**src/design/tmq_pkg.sv**
```systemverilog
`default_nettype none

package tmq_pkg;

  localparam int TIMER_SLOTS = 32;
  localparam int SLOT_BITS   = $clog2(TIMER_SLOTS);
  localparam int CNT_BITS    = $clog2(TIMER_SLOTS + 1);

  localparam int ID_BITS     = 16;
  localparam int DELAY_BITS  = 16;
  localparam int REQ_BITS    = 2;
  localparam int KIND_BITS   = 3;
  localparam int COUNT_BITS  = 6;

  typedef enum logic [REQ_BITS-1:0] {
    REQ_ADD        = 2'd0,
    REQ_CANCEL     = 2'd1,
    REQ_CANCEL_ALL = 2'd2,
    REQ_TICK       = 2'd3
  } req_t;

  typedef enum logic [KIND_BITS-1:0] {
    KIND_ADDED   = 3'd0,
    KIND_FULL    = 3'd1,
    KIND_EXPIRED = 3'd2,
    KIND_ABORTED = 3'd3,
    KIND_MISS    = 3'd4,
    KIND_DONE    = 3'd5
  } kind_t;

  typedef enum logic [1:0] {
    ST_IDLE,
    ST_SCAN,
    ST_DONE
  } state_t;

endpackage

`default_nettype wire

```
**src/design/timer_queue_manager.sv**
```systemverilog
// Each request is a scan of the slot table: add scans up to the first free slot, cancel
// up to the matching slot, cancel all and tick the whole table; output stalls add to this.
// The block takes one item at a time; the slot scan visits one table slot per cycle
// while a pending result beat is not held back by an output stall.
// Reset (rst_n, synchronous, active low): table empty, id counter zero, sequencer
// idle, no result beat pending; slot ident, period and remaining are not reset.
`default_nettype none

module timer_queue_manager (
  input  wire logic                             clk,
  input  wire logic                             rst_n,
  input  wire logic                             in_valid,
  output logic                                  in_stall,
  input  wire logic [tmq_pkg::REQ_BITS-1:0]     in_req_type,
  input  wire logic [tmq_pkg::DELAY_BITS-1:0]   in_delay_ms,
  input  wire logic                             in_is_periodic,
  input  wire logic [tmq_pkg::ID_BITS-1:0]      in_timer_id,
  output logic                                  out_valid,
  input  wire logic                             out_stall,
  output logic [tmq_pkg::KIND_BITS-1:0]         out_kind,
  output logic [tmq_pkg::ID_BITS-1:0]           out_result_id,
  output logic [tmq_pkg::COUNT_BITS-1:0]        out_fired_count,
  output logic                                  out_last
);
  import tmq_pkg::*;

  state_t                state_r, state_nxt;
  req_t                  req_r;
  logic [DELAY_BITS-1:0] delay_r;
  logic                  periodic_r;
  logic [ID_BITS-1:0]    want_r;
  logic [SLOT_BITS-1:0]  idx_r;
  logic [CNT_BITS-1:0]   cnt_r;
  logic [ID_BITS-1:0]    next_ident_r;

  logic [TIMER_SLOTS-1:0] slot_valid_r;
  logic [TIMER_SLOTS-1:0] slot_periodic_r;
  logic [ID_BITS-1:0]     slot_ident_r     [TIMER_SLOTS];
  logic [DELAY_BITS-1:0]  slot_period_r    [TIMER_SLOTS];
  logic [DELAY_BITS-1:0]  slot_remaining_r [TIMER_SLOTS];

  logic                  out_valid_r;
  kind_t                 out_kind_r;
  logic [ID_BITS-1:0]    out_result_id_r;
  logic [COUNT_BITS-1:0] out_fired_count_r;
  logic                  out_last_r;

  logic                  in_go;
  logic                  out_free;
  logic                  cur_valid;
  logic [ID_BITS-1:0]    cur_ident;
  logic [DELAY_BITS-1:0] cur_rem;
  logic                  at_end;
  logic [ID_BITS-1:0]    new_id;
  logic                  want_emit;
  kind_t                 emit_kind;
  logic [ID_BITS-1:0]    emit_id;
  logic                  emit_last;
  logic                  step;
  logic                  fin;
  logic                  do_add;
  logic                  do_free;
  logic                  do_reload;
  logic                  do_dec;
  logic                  cnt_inc;

  assign in_go     = in_valid && !in_stall;
  assign out_free  = !out_valid_r || !out_stall;
  assign cur_valid = slot_valid_r[idx_r];
  assign cur_ident = slot_ident_r[idx_r];
  assign cur_rem   = slot_remaining_r[idx_r];
  assign at_end    = (idx_r == SLOT_BITS'(TIMER_SLOTS - 1));
  assign new_id    = (next_ident_r + ID_BITS'(1) == '0) ? ID_BITS'(1)
                                                        : next_ident_r + ID_BITS'(1);

  always_comb begin
    state_nxt = state_r;
    in_stall  = (state_r != ST_IDLE);
    want_emit = 1'b0;
    emit_kind = KIND_DONE;
    emit_id   = '0;
    emit_last = 1'b0;
    fin       = 1'b0;
    do_add    = 1'b0;
    do_free   = 1'b0;
    do_reload = 1'b0;
    do_dec    = 1'b0;
    cnt_inc   = 1'b0;
    step      = 1'b0;
    case (state_r)
      ST_IDLE: begin
        if (in_go) begin
          state_nxt = ST_SCAN;
        end
      end
      ST_SCAN: begin
        case (req_r)
          REQ_ADD: begin
            if (!cur_valid) begin
              want_emit = 1'b1;
              emit_kind = KIND_ADDED;
              emit_id   = new_id;
              do_add    = 1'b1;
              fin       = 1'b1;
            end else if (at_end) begin
              want_emit = 1'b1;
              emit_kind = KIND_FULL;
            end
          end
          REQ_CANCEL: begin
            if (cur_valid && cur_ident == want_r) begin
              want_emit = 1'b1;
              emit_kind = KIND_ABORTED;
              emit_id   = cur_ident;
              do_free   = 1'b1;
              cnt_inc   = 1'b1;
              fin       = 1'b1;
            end else if (at_end) begin
              want_emit = 1'b1;
              emit_kind = KIND_MISS;
              emit_id   = want_r;
            end
          end
          REQ_CANCEL_ALL: begin
            if (cur_valid) begin
              want_emit = 1'b1;
              emit_kind = KIND_ABORTED;
              emit_id   = cur_ident;
              do_free   = 1'b1;
              cnt_inc   = 1'b1;
            end
          end
          REQ_TICK: begin
            if (cur_valid) begin
              if (cur_rem > DELAY_BITS'(1)) begin
                do_dec = 1'b1;
              end else begin
                want_emit = 1'b1;
                emit_kind = KIND_EXPIRED;
                emit_id   = cur_ident;
                cnt_inc   = 1'b1;
                if (slot_periodic_r[idx_r]) begin
                  do_reload = 1'b1;
                end else begin
                  do_free = 1'b1;
                end
              end
            end
          end
          default: begin
          end
        endcase
        step = !want_emit || out_free;
        if (step && (fin || at_end)) begin
          state_nxt = ST_DONE;
        end
      end
      ST_DONE: begin
        want_emit = 1'b1;
        emit_kind = KIND_DONE;
        emit_last = 1'b1;
        if (out_free) begin
          state_nxt = ST_IDLE;
        end
      end
      default: begin
        state_nxt = ST_IDLE;
      end
    endcase
  end

  always_ff @(posedge clk) begin
    if (!rst_n) begin
      state_r <= ST_IDLE;
    end else begin
      state_r <= state_nxt;
    end
  end

  // hold the request fields for the whole scan
  always_ff @(posedge clk) begin
    if (in_go) begin
      req_r      <= req_t'(in_req_type);
      delay_r    <= in_delay_ms;
      periodic_r <= in_is_periodic;
      want_r     <= in_timer_id;
    end
  end

  always_ff @(posedge clk) begin
    if (!rst_n) begin
      idx_r <= '0;
      cnt_r <= '0;
    end else if (in_go) begin
      idx_r <= '0;
      cnt_r <= '0;
    end else if (state_r == ST_SCAN && step) begin
      idx_r <= idx_r + SLOT_BITS'(1);
      if (cnt_inc) begin
        cnt_r <= cnt_r + CNT_BITS'(1);
      end
    end
  end

  always_ff @(posedge clk) begin
    if (!rst_n) begin
      slot_valid_r    <= '0;
      slot_periodic_r <= '0;
      next_ident_r    <= '0;
    end else if (step) begin
      if (do_add) begin
        slot_valid_r[idx_r]    <= 1'b1;
        slot_periodic_r[idx_r] <= periodic_r && (delay_r != '0);
        next_ident_r           <= new_id;
      end
      if (do_free) begin
        slot_valid_r[idx_r]    <= 1'b0;
        slot_periodic_r[idx_r] <= 1'b0;
      end
    end
  end

  always_ff @(posedge clk) begin
    if (step) begin
      if (do_add) begin
        slot_ident_r[idx_r]     <= new_id;
        slot_period_r[idx_r]    <= delay_r;
        slot_remaining_r[idx_r] <= delay_r;
      end
      if (do_dec) begin
        slot_remaining_r[idx_r] <= cur_rem - DELAY_BITS'(1);
      end
      if (do_reload) begin
        slot_remaining_r[idx_r] <= slot_period_r[idx_r];
      end
    end
  end

  always_ff @(posedge clk) begin
    if (!rst_n) begin
      out_valid_r <= 1'b0;
    end else if (want_emit && out_free) begin
      out_valid_r <= 1'b1;
    end else if (!out_stall) begin
      out_valid_r <= 1'b0;
    end
  end

  always_ff @(posedge clk) begin
    if (want_emit && out_free) begin
      out_kind_r        <= emit_kind;
      out_result_id_r   <= emit_id;
      out_fired_count_r <= emit_last ? COUNT_BITS'(cnt_r) : '0;
      out_last_r        <= emit_last;
    end
  end

  assign out_valid       = out_valid_r;
  assign out_kind        = out_kind_r;
  assign out_result_id   = out_result_id_r;
  assign out_fired_count = out_fired_count_r;
  assign out_last        = out_last_r;

`ifndef SYNTHESIS
  a_cnt_bound: assert property (@(posedge clk) disable iff (!rst_n)
    state_r != ST_IDLE |-> cnt_r <= CNT_BITS'(TIMER_SLOTS))
    else $error("fired count exceeds slot count");

  a_accept_starts_scan: assert property (@(posedge clk) disable iff (!rst_n)
    in_go |=> state_r == ST_SCAN && idx_r == '0 && cnt_r == '0)
    else $error("accepted beat did not start a scan at slot zero");

  a_done_id_zero: assert property (@(posedge clk) disable iff (!rst_n)
    out_valid_r && out_last_r |-> out_result_id_r == '0 && out_kind_r == KIND_DONE)
    else $error("last beat is not a clean done beat");

  a_added_id_nonzero: assert property (@(posedge clk) disable iff (!rst_n)
    out_valid_r && out_kind_r == KIND_ADDED |-> out_result_id_r != '0)
    else $error("added beat carries id zero");
`endif

endmodule

`default_nettype wire

```
**config.mk**
```make
export PLATFORM = sky130hd
export DESIGN_NAME = timer_queue_manager
export DESIGN_NICKNAME = d
export VERILOG_FILES = /design/src/design/tmq_pkg.sv /design/src/design/timer_queue_manager.sv
export SDC_FILE = /design/constraint.sdc
export NUM_CORES = 2
export LEC_CHECK = 0
export ABC_AREA = 1
export BUFFER_PORTS_ARGS = -buffer_cell sky130_fd_sc_hd__buf_4
export CAP_MARGIN = 30
export CORE_MARGIN = 2
export CORE_UTILIZATION = 68
export CTS_CLUSTER_DIAMETER = 40
export DETAILED_ROUTE_END_ITERATION = 8
export HOLD_SLACK_MARGIN = 0.15
export PLACE_DENSITY_LB_ADDON = 0.1
export SKIP_LAST_GASP = 1
export SYNTH_ARGS = -nofsm -noshare
export SYNTH_HDL_FRONTEND = slang
export SYNTH_SLANG_ARGS = --single-unit
```
**constraint.sdc**
```tcl
create_clock -name clk -period 10.9 [get_ports clk]
set_clock_uncertainty 0.15 [all_clocks]
set_input_delay 2.18 -clock clk [delete_from_list [all_inputs] [get_ports clk]]
set_output_delay 2.18 -clock clk [all_outputs]
set_load 0.01 [all_outputs]
```
After elaboration in Yosys (flattened, before gate mapping) --
Memories as Yosys holds them, arrays and structs flattened. A register that Yosys moved wholly into a read port is not among the register bits. Cells that the tools add are included.
Storage, ports and cells: bits in registers 155, bits in writable memories 1536, input port bits 39, output and inout port bits 28, memories 3
Operators by class: reductions and logical operators 23, bitwise logic cells 7, muxes and demuxes 87, $lt $le $gt $ge 3, equality and inequality tests 11, $add $sub $neg 4
Memory list:
- slot_ident_r | depth 32, width 16, read ports 1, clocked after memory_dff 1, wr ports 1, RTL line timer_queue_manager.sv:38 | logic [ID_BITS-1:0] slot_ident_r [TIMER_SLOTS];
- slot_period_r | depth 32, width 16, read ports 1, clocked after memory_dff 1, wr ports 1, RTL line timer_queue_manager.sv:39 | logic [DELAY_BITS-1:0] slot_period_r [TIMER_SLOTS];
- slot_remaining_r | depth 32, width 16, read ports 1, clocked after memory_dff 1, wr ports 1, RTL line timer_queue_manager.sv:40 | logic [DELAY_BITS-1:0] slot_remaining_r [TIMER_SLOTS];
Operator list (count):
- 32-bit 2-to-1 mux | 8
- 16-bit 2-to-1 mux | 9
- 32-bit AND | 2
- 16-bit case mux with 4 select lines | 1
- 1-bit 2-to-1 mux | 43
- 32-bit bitwise mux | 1
- 32-bit inverter | 1
- 32-bit bitwise OR | 1
- 5-bit 2-to-1 mux | 6
- 3-bit 2-to-1 mux | 6
- 16-bit by 1-bit adder with 16-bit output, second input constant | 1
- 16-bit == test | 1
- 16-bit by 1-bit > comparator with 1-bit output, second input constant | 1
- 16-bit logical NOT | 1
- 16-bit nonzero test | 1
- 16-bit by 1-bit subtractor with 16-bit output, second input constant | 1
- 3-bit case mux with 4 select lines | 1
- 1-bit binary-select mux with 5-bit select | 2
- 1-bit logical AND | 7
- 6-bit by 1-bit adder with 6-bit output, second input constant | 1
- 2-bit == test, second input constant | 3
- 5-bit by 6-bit < comparator with 1-bit output, second input constant | 1
- 2-bit 2-to-1 mux | 3
- 2-bit != test, second input constant | 3
- other kinds (19) | 30

Longest topological paths before layout --
depth after elaboration 13, gate-level depth with buffers 27, depth with buffers taken out 23

Worst setup path after synthesis --
Ideal clock, no wire load.
path type register to register, start point register with a tool-made name, end point memory slot_remaining_r[0][11] (data pin), cell stages (with the launch flop) 23, data required time 10.296 ns, path slack 5.622 ns, arrival 4.673 ns, setup time 0.454 ns, period minus slack after synthesis 5.278 ns, path buffers 7, cells stage by stage dfxtp_1 > buf_2 > buf_2 > buf_2 > clkbuf_1 > nor2_1 > o221ai_1 > nand3_1 > nand2_1 > inv_1 > o21a_1 > ha_1 > or2_2 > nand3_1 > nor2_2 > a21boi_4 > nand3_1 > nand3_2 > buf_6 > nand3_2 > buf_4 > buf_4 > o21ai_0
RTL lines (RTL line):
- to (decl) | timer_queue_manager.sv:40

==> out/metrics.cfg <==
[critical_path]
reg2reg_slack_ps=3180
critical_path.top_delay_family=simple AND/OR/NAND/NOR gates
crit_chain=buf_4 -> buf_4 -> o21ai_0 -> o221ai_1 -> nand3_1 -> nand2_1 -> inv_1 -> o21a_1 -> ha_1 -> or2_2 -> nand3_1 -> nor2_2 -> a21boi_4 -> nand3_1 -> nand3_2 -> buf_4 -> nand3_2 -> inv_2 -> nor2_4 -> buf_4 -> nor2_2
crit_slowest_cell=buf_4
worstReg2RegEnd=slot_remaining_r[7][9]$_DFFE_PP_
critPathMaxStageDelay_ps=740
reg2reg_depth=21
worst_path_most_repeated_cell=buf_4
cp.required_ps=11150
crit_cells=21
critical_path_class=register to register
end_kind=register
worst-path-buf-inv=6
cp_max_fo=82
startpoint_type=register
crit_arrival_ps=7970

[min_path]
worstHoldStart=next_ident_r[3]$_SDFFE_PN0N_
holdPathEnd=next_ident_r[3]$_SDFFE_PN0N_
min_path_cells=2
hold_path.class=register to register

[finish]
area_delta_synth_final_pct=11.54
nNetsFinal=6160
layout_common_cells=edfxtp_1, nand2_1, nand3_1
final_area_um2=78140
drive_gt1_frac=0.09132
final_cells=7622
final_common_cell=edfxtp_1
final_util=0.7659

[synth]
ys.flop_type=edfxtp_1
synth_edf_count=1597
synth_seq_cells=1696
yosysSeqAreaShare=0.7128
synthCells=6118
synth_top_area_frac=0.6845
synth_area_per_cell_um2=11.45
synth_fp_nets=6171
synth.distinct_cells=44
synth_area_um2=70060
async_reset_ff_frac=0
yosysTopAreaCell=edfxtp_1
synth_top_cells_by_area=edfxtp_1, nand2_1, nand3_1
synth-warning-count=0

[clocking]
clk-insertion-delay-late_ps=790
clk_pin_slew_ps=60
htreeDepth=4
cts_num_sinks=1696
cts_made_buffers=183
holdBufCountCts=0
cts_tree=done
clockBufferDepth=3
post_cts_resized=0
postCtsSetupBuffers=0
root_buffer=clkbuf_16

[sta]
slew_headroom=0.2384
max_clock_freq_mhz=129.5
setup_viol=0
finalMaxSlewViolations=0
timing.final.crit_share=0.7083
period_needed_ps=7721
hold_viol=0
finalSetupTns_ps=0
fin_ws_ps=3180
grt_setup_unrepaired=false
worstMarginPinSlew_ps=1141

[placed_design]
post-place-cells=7286
numPortBuffers=66
place.gp.congestion=0.9523
dp_hpwl_mm=107.6
place_area_um2=71950
pre_cts_slack_ps=3425

[power]
vdd_ir_drop_max_mv=0.2239
power_density_nw_per_um2=228.2
power.leakage_nw=27.67

[route]
wl_mm=196.1
wire_per_inst_um=25.73
vias_per_cell=6.477
drt_first_pass_iters=6
detail-route-antenna-nets=0
vias=49369
drc=0
drtIter0Drc=8108

[grt]
grt_first_pass_wirelength_mm=288.8
grt_overflow_total=0
grt_max_degree=215
antenna_found_initial=3
first_global_vias=46358
grt_usage=0.3676

[status]
status=finished clean

[floorplanning]
std_cell_rows=117
core_um2=102000
fp.dieW_um=325.0
pin_count=67
dieArea_um2=105600
initial_utilization=0.6866
die_h_um=325.0

[run]
maxCapViolations=0

-- per-stage QoR --
| step | hold WS, ps | total power [mW] |
|---|---|---|
| after global routing | 338.6 | 18.38 |
| after floorplan | 279.8 | 10.19 |
| after CTS | 319.8 | 17.70 |
| after global placement | 293.5 | 11.50 |
| after detailed placement | 299.9 | 11.58 |
| final | 321.2 | 17.83 |
-- flip-flops by register name (all words and copies together), names as in the netlist, 3 cells and up, named ones only --
| register | cells |
|---|---|
| slot_ident_r | 512 |
| slot_period_r | 512 |
| slot_remaining_r | 512 |
| slot_periodic_r | 32 |
| slot_valid_r | 32 |
| delay_r | 16 |
| next_ident_r | 16 |
| out_result_id | 16 |
| want_r | 16 |
| cnt_r | 6 |
| out_fired_count | 6 |
| idx_r | 5 |
| out_kind | 3 |
-- report_power, final --
| group | switching [mW] | internal [mW] |
|---|---|---|
| Clock | 2.52 | 3.70 |
| Sequential | 0.0953 | 7.48 |
| Combinational | 3.06 | 0.978 |
-- cell usage after synthesis, types with 2 or more instances --
cell type,number
inv_1,199
nand3_2,4
buf_2,160
buf_4,25
o211ai_1,33
o221ai_1,127
or2_2,3
nor2_2,5
o22ai_1,23
edfxtp_1,1597
nand3b_1,5
nor3_1,10
o21ai_1,33
o21ai_0,380
inv_2,7
a21oi_1,91
buf_6,2
mux2i_1,14
clkbuf_1,165
nand3_1,926
nand2_1,1569
nor2_4,2
buf_1,29
dfxtp_1,99
nor2_1,517
xnor2_1,13
clkinv_1,4
ha_1,14
nor4_1,6
a22o_1,2
nand4_1,23
xor2_1,19
-- worst reg2reg max path, delay by kind of cell (launching register included) --
kind                     cells  cell delay [ps]
AO/OA/AOI/OAI                4             1040
adder cells (fa/ha/maj)      1              240
buffers and inverters        6             2650
flip-flops                   1              640
AND/OR/NAND/NOR             10             2630
-- how the worst max path moves through the flow --
stage | start | endpoint
final | register | slot_remaining_r[7][9]$_DFFE_PP_
after global placement | register | slot_remaining_r[7][0]$_DFFE_PP_
after CTS | register | slot_remaining_r[5][12]$_DFFE_PP_
after global routing | register | slot_remaining_r[5][12]$_DFFE_PP_
after floorplan | register | slot_remaining_r[0][11]$_DFFE_PP_
after detailed placement | register | slot_remaining_r[5][3]$_DFFE_PP_
-- layer usage --
layer,track usage,up-vias,wire [um]
met3,0.09812,495,27460
li1,-,21629,-
met5,0,-,14
met2,0.5526,3514,88770
met1,0.5178,23729,71990
met4,0.1490,2,7854
-- cells by family after synthesis --
kind of cell,Yosys count,share of synthesized area
xor+xnor,32,0.004001
buf+inv,591,0.03608
flops,1696,0.7128
mux,14,0.002000
compound gates,697,0.05885
fa+ha+maj,14,0.002500
simple gates,3074,0.1837
-- layout make-up --
class                           count  area, um^2
Clock buffer                      214        4866
Timing Repair Buffer              185        1707
Fill cell                        6249       23890
Multi-Input combinational cell   3831       17860
Clock inverter                    117        1234
Sequential cell                  1696       49950
Inverter                          210       810.8
Tap cell                         1368        1712
Antenna cell                        1       2.502
(Power assumes the default switching activity.)
